===== src/design/sru_pkg.sv =====
// Shared types and constants for the SART row update block.
`default_nettype none

package sru_pkg;

    localparam int VALUE_W     = 32;
    localparam int WEIGHT_W    = 32;
    localparam int ACC_W       = 64;
    localparam int WEIGHT_FRAC = 24;
    localparam int LAMBDA_W    = 16;
    localparam int LAMBDA_FRAC = 14;
    localparam int QLIM_W      = 47;
    localparam int CNT_W       = $clog2(ACC_W);
    localparam int PADDR_W     = 3;
    localparam int PDATA_W     = 32;

    localparam logic [LAMBDA_W-1:0] LAMBDA_RESET   = 16'd16384;
    localparam logic [PADDR_W-1:0]  REG_LAMBDA_ADDR = 3'd0;

    typedef enum logic {
        OP_FWD = 1'b0,
        OP_BWD = 1'b1
    } t_op;

    // Commands from the controller to the datapath
    typedef struct packed {
        logic acc;
        logic prep;
        logic load;
        logic step;
        logic post;
        logic post2;
        logic emit;
    } t_cmd;

    // Status from the datapath to the controller
    typedef struct packed {
        logic tot_zero;
        logic op_bwd;
    } t_sts;

endpackage

`default_nettype wire


===== src/design/sru_ctrl.sv =====
// Controller state machine: row accumulation, row-end division sequence, result hand-off.
`default_nettype none

module sru_ctrl
    import sru_pkg::*;
(
    input  wire  i_clk,
    input  wire  i_rst_n,
    input  wire  i_in_valid,
    input  wire  i_last,
    input  wire  i_out_ready,
    input  t_sts i_sts,
    output logic o_in_ready,
    output logic o_out_valid,
    output t_cmd o_cmd
);

    typedef enum logic [7:0] {
        S_ACC   = 8'b0000_0001,
        S_DRAIN = 8'b0000_0010,
        S_PREP  = 8'b0000_0100,
        S_LOAD  = 8'b0000_1000,
        S_DIV   = 8'b0001_0000,
        S_POST  = 8'b0010_0000,
        S_POST2 = 8'b0100_0000,
        S_EMIT  = 8'b1000_0000
    } t_state;

    t_state           r_state, n_state;
    logic [CNT_W-1:0] r_cnt, n_cnt;
    logic             r_out_vld, n_out_vld;
    logic             acc;

    assign o_in_ready  = (r_state == S_ACC);
    assign o_out_valid = r_out_vld;
    assign acc         = i_in_valid && o_in_ready;

    always_comb begin
        n_state   = r_state;
        n_cnt     = r_cnt;
        n_out_vld = r_out_vld;
        o_cmd     = '0;
        o_cmd.acc = acc;

        if (r_out_vld && i_out_ready) begin
            n_out_vld = 1'b0;
        end

        case (r_state)
            S_ACC: begin
                if (acc && i_last) begin
                    n_state = S_DRAIN;
                end
            end
            S_DRAIN: begin
                n_state = S_PREP;
            end
            S_PREP: begin
                o_cmd.prep = 1'b1;
                n_state    = i_sts.tot_zero ? S_EMIT : S_LOAD;
            end
            S_LOAD: begin
                o_cmd.load = 1'b1;
                n_cnt      = '0;
                n_state    = S_DIV;
            end
            S_DIV: begin
                o_cmd.step = 1'b1;
                n_cnt      = r_cnt + 1'b1;
                if (r_cnt == CNT_W'(ACC_W - 1)) begin
                    n_state = S_POST;
                end
            end
            S_POST: begin
                o_cmd.post = 1'b1;
                n_state    = i_sts.op_bwd ? S_POST2 : S_EMIT;
            end
            S_POST2: begin
                o_cmd.post2 = 1'b1;
                n_state     = S_EMIT;
            end
            S_EMIT: begin
                // hold until the output register is free
                if (!r_out_vld || i_out_ready) begin
                    o_cmd.emit = 1'b1;
                    n_out_vld  = 1'b1;
                    n_state    = S_ACC;
                end
            end
            default: begin
                n_state = S_ACC;
            end
        endcase
    end

    always_ff @(posedge i_clk) begin
        if (!i_rst_n) begin
            r_state   <= S_ACC;
            r_cnt     <= '0;
            r_out_vld <= 1'b0;
        end else begin
            r_state   <= n_state;
            r_cnt     <= n_cnt;
            r_out_vld <= n_out_vld;
        end
    end

endmodule

`default_nettype wire


===== config.mk =====
export PLATFORM = sky130hd
export DESIGN_NAME = sru_ctrl
export DESIGN_NICKNAME = d
export VERILOG_FILES = /design/src/design/sru_pkg.sv /design/src/design/sru_ctrl.sv
export SDC_FILE = /design/constraint.sdc
export NUM_CORES = 1
export LEC_CHECK = 0
export ABC_AREA = 1
export BUFFER_PORTS_ARGS = -buffer_cell sky130_fd_sc_hd__buf_2
export CAP_MARGIN = 5
export CORE_UTILIZATION = 45
export DETAILED_ROUTE_END_ITERATION = 8
export GPL_TIMING_DRIVEN = 0
export PLACE_DENSITY = 0.68
export SYNTH_ARGS = -nofsm -noshare
export SYNTH_HDL_FRONTEND = slang
export SYNTH_SLANG_ARGS = --single-unit

===== constraint.sdc =====
create_clock -name i_clk -period 1.2 [get_ports i_clk]
set_input_delay 0.18 -clock i_clk [delete_from_list [all_inputs] [get_ports i_clk]]
set_output_delay 0.18 -clock i_clk [all_outputs]
set_load 0.02 [all_outputs]

* Word-level counts from Yosys, hierarchy flattened
Index checks and enable logic that the tools add are counted.
** Storage, ports and cells
- Register bits after elaboration :: 15
- Bits of input ports :: 7
- Word-level logic and storage cells :: 40
** Cells by class
- Add/sub/neg operators :: 1
- Eq/ne operators :: 12
- Mux-type cells :: 17
- Reductions and logical operators :: 7
** Operator list (number)
- $pmux 8 s8 :: 1
- $mux 8 :: 5
- $pmux 6 s2 :: 1
- $mux 1 :: 10
- $eq 8x1->1 const B :: 1
- $eq 8x2->1 const B :: 1
- $eq 8x3->1 const B :: 1
- $eq 8x4->1 const B :: 1
- $eq 8x5->1 const B :: 1
- $eq 8x6->1 const B :: 1
- $eq 8x7->1 const B :: 1
- $eq 8x8->1 const B :: 1
- $add 6x1->6 const B :: 1
- $eq 6x6->1 const B :: 1
- $ne 2x2->1 const B :: 2
- $logic_and 1x1->1 :: 3
- $reduce_and 3->1 :: 1
- $ne 2x1->1 const B :: 1
- $reduce_bool 2->1 :: 1
- $logic_not 1->1 :: 1
- $logic_or 1x1->1 :: 1

* Longest topological paths before layout
- Depth after elaboration :: 5
- Depth in mapped cells :: 9

* Worst setup path before layout
OpenSTA, ideal clock, no wires.
- Kind :: reg2reg
- From :: reg r_state[2]
- To :: reg r_state[0]
- Arrival time :: 1.094 ns
- Required time :: 1.078 ns
- Slack :: -0.016 ns
- Cell stages (with the launch flop) :: 9
- Path buffers :: 0
- Clock period less this slack :: 1.216 ns
- Cell sequence :: dfxtp_1 > nor2_4 > nand2_4 > nor2_2 > nor2_1 > nand2_2 > nor2_1 > nand2_1 > nand3_1
** Between the ends
- Word-level cells in the longest chain between the ends :: 5
- Elaborated cells on any way between the ends :: 15
- Those cells by class :: 11 x eq/ne; 1 x mux; 3 x reduce/logical
** RTL lines
- start, declared :: RTL line sru_ctrl.sv:29 : t_state r_state, n_state;
- start signal, assigned :: RTL line sru_ctrl.sv:102 : r_state <= n_state;
- $eq 8x1->1 :: RTL line sru_ctrl.sv:34, sru_ctrl.sv:49
- $logic_and 1x1->1 :: RTL line sru_ctrl.sv:36 : assign acc = i_in_valid && o_in_ready;
- $logic_and 1x1->1 :: RTL line sru_ctrl.sv:51 : if (acc && i_last) begin
- $ne 2x1->1 (no source line)
- $reduce_and 3->1 (no source line)
Parallel ways exist; a longest one is shown, timed or not.
A chain may end at the register's enable or synchronous reset.

==> results.cfg <==
[cells_and_area]
syn_to_final_growth_pct = 65.4
nNetsFinal = 177
drive_above_1_share_pct = 64.3
n_antenna_cell = 0
final_cells = 193

[grt]
grt_max_degree = 11
grt_util_all_layers_pct = 22.6
grt_pass1_wl_um = 3510
grt_pass1_vias = 864
antenna_found_initial = 0
grt_overflow = 0

[worst_setup_path]
cp_cell_sequence = nor2_4, buf_6, nand2_8, inv_8, nand2_4, nor2_4, buf_6
ff2ff_path_depth = 11
worstPathArrival_ns = 1.33
critPathLaunchType = register
cp.required_ns = 1.02
critPathCaptureType = output port
crit_type = register to output port
crit_cells = 7
cp_slowest_cell = dfxtp_2
cp_top_family = simple AND/OR/NAND/NOR gates
crit_path_max_incr_delay_ns = 0.34
cp_num_buf_inv = 3
path_max_fanout = 3

[yosys]
ys_types = 24
syn_nets = 132
ys_warn_count = 0
synth_edf_count = 0
synth_top_area_share_pct = 33.3
synth.area.top_cells = dfxtp_1 33%, nand2_1 10%, nor2_4 8.8%
synth_common_cells = 24 x nand2_1, 17 x inv_1, 17 x nor2_1
synth-seq-cells = 15
syn_area_sq_um = 901
syn_inst = 124
syn_area_per_cell_sq_um = 7.27
yosysSeqAreaShare_pct = 33.3
yosysTopAreaCell = dfxtp_1
async_reset_ff_share_pct = 0
synth_ff_type = dfxtp_1
yosysMostFrequentCell = nand2_1

[status]
failed_checks = negative setup slack
outcome = complete, but fails checks

[drt]
routed_via_density = 5.05
drcViolationCount = 0
drt_iter0_markers = 29
wl_um = 2780
firstDrtPassIters = 4
post_drt_wl_per_cell_um = 14.4
vias = 974
drtAntennaViolNets = 0

[timing]
hold_viol = 0
fmax_mhz = 663
fin_skew_ns = 0.00413
worst_slew_pin_slew_ns = 0.392
setup_violations = 20
rsz0062_at_grt = yes
fin_ws_ns = -0.309
report.final.slew_viol_count = 0
period_needed_ns = 1.51
period_share_pct = 126
slew_headroom_pct = 73.7
setup_tns_ns = -3.66

[floorplanning]
fp.dieH_um = 46.7
die_x_um = 46.7
core_area_sq_um = 1800
initial_core_util_pct = 50.0
io_pins = 16
die-area_sq_um = 2180
row_count = 15

[clock_network]
root_buffer = clkbuf_4
cts_tree = done
clkTransAtPathRegs_ns = 0.10
insertion_delay_ns = 0.28
cts-buffers-inserted = 3
htree_levels = 1
clockBufferDepth = 2
cts.sinks = 15
hold_buffers = 0

[hold_path]
hold_depth = 3
holdCritPathClass = input pin to register

[place]
hpwl_um = 1390
gp_congestion = 0.815
dpl.cell_count = 164
port_buffers = 15

[power]
power_density_nw_per_um2 = 933
p_total_mw = 1.39
ir_drop_mv = 0.783
p_leak_nw = 0.681

[job]
cap_violations = 0
## cell usage in the layout (no fill, tap or decap), types with 6 or more instances in the layout
master / netlist / routed
buf_6: 0 / 17
inv_2: 1 / 6
nand2_4: 3 / 7
nor2_1: 17 / 9
nand2_1: 24 / 18
buf_2: 0 / 7
buf_4: 1 / 17
nor2_4: 7 / 15
inv_1: 17 / 11
dfxtp_2: 0 / 8
## tightest hold or removal path, stage by stage
cell	delay, ns
buf_2	0.12
nand2_1	0.06
nor2_1	0.03
## state kept, by name, summed over array words and instances (netlist names)
signal / cells
r_cnt: 6
r_state: 8
o_out_valid: 1
## kinds of logic (layout without fill, tap and decap cells)
| family | count (synthesis) | after routing | synth area share (%) |
|---|---|---|---|
| AND/OR/NAND/NOR | 72 | 72 | 46.3 |
| buffers and inverters | 22 | 66 | 9.86 |
| flip-flops | 15 | 15 | 33.3 |
| AO/OA/AOI/OAI | 14 | 14 | 9.17 |
| adder cells (fa/ha/maj) | 1 | 1 | 1.39 |
## power breakdown
group | internal, mW | switching [mW]
Clock | 0.129 | 0.170
Sequential | 0.518 | 0.0240
Combinational | 0.236 | 0.313
## path summary, 6_finish.rpt
path,to,slack (ns),start
worst min register to register,r_cnt[0]$_SDFFE_PN0P_,0.46,r_cnt[0]$_SDFFE_PN0P_
worst min-delay path,r_state[6]$_SDFFE_PN0P_,0.14,i_sts[0]
worst max register to register,r_state[0]$_SDFFE_PN1P_,-0.21,r_state[4]$_SDFFE_PN0P_
worst max-delay path,o_cmd[0],-0.31,r_state[2]$_SDFFE_PN0P_
## cell type report
cell class,instances,area (sq um)
inverters,21,90.1
multi-input cells,87,671
repair buffers,40,347
well taps,25,31.3
clock buffers,4,26.3
fillers,112,312
plain buffers,1,7.51
flip-flops and latches,15,318
## timing repair
action,CTS,global route
endpoints found under the hold margin,0,0
pin swaps,20,26
gates cloned,0,0
resized for setup,52,32
setup endpoints to repair,13,20
setup buffers,17,10
## metal layers
layer	vias to the layer above	global-route usage (%)	part of all wire (%)	wire length [um]
met5	-	0	0	0
met4	0	10.9	3.3	93
met3	10	3.08	2.1	59
met2	29	40.3	56	1550
met1	458	26.6	39	1080
li1	477	-	-	-
## through the flow
| step | instance area [sq um] | setup WS [ns] | hold WS (ns) | utilization [%] |
|---|---|---|---|---|
| 6_report | 1490 | -0.309 | 0.137 | 82.7 |
| 2_1_floorplan | 908 | 0.00514 | 0.264 | - |
| 5_1_grt | 1490 | -0.355 | 0.144 | 82.7 |
| 3_3_place_gp | 1010 | -0.132 | 0.419 | 56.3 |
| 4_1_cts | 1300 | -0.318 | 0.107 | 72.3 |
| 3_5_place_dp | 1010 | -0.158 | 0.420 | 56.3 |
No activity file was read; power rests on OpenSTA's default activity.
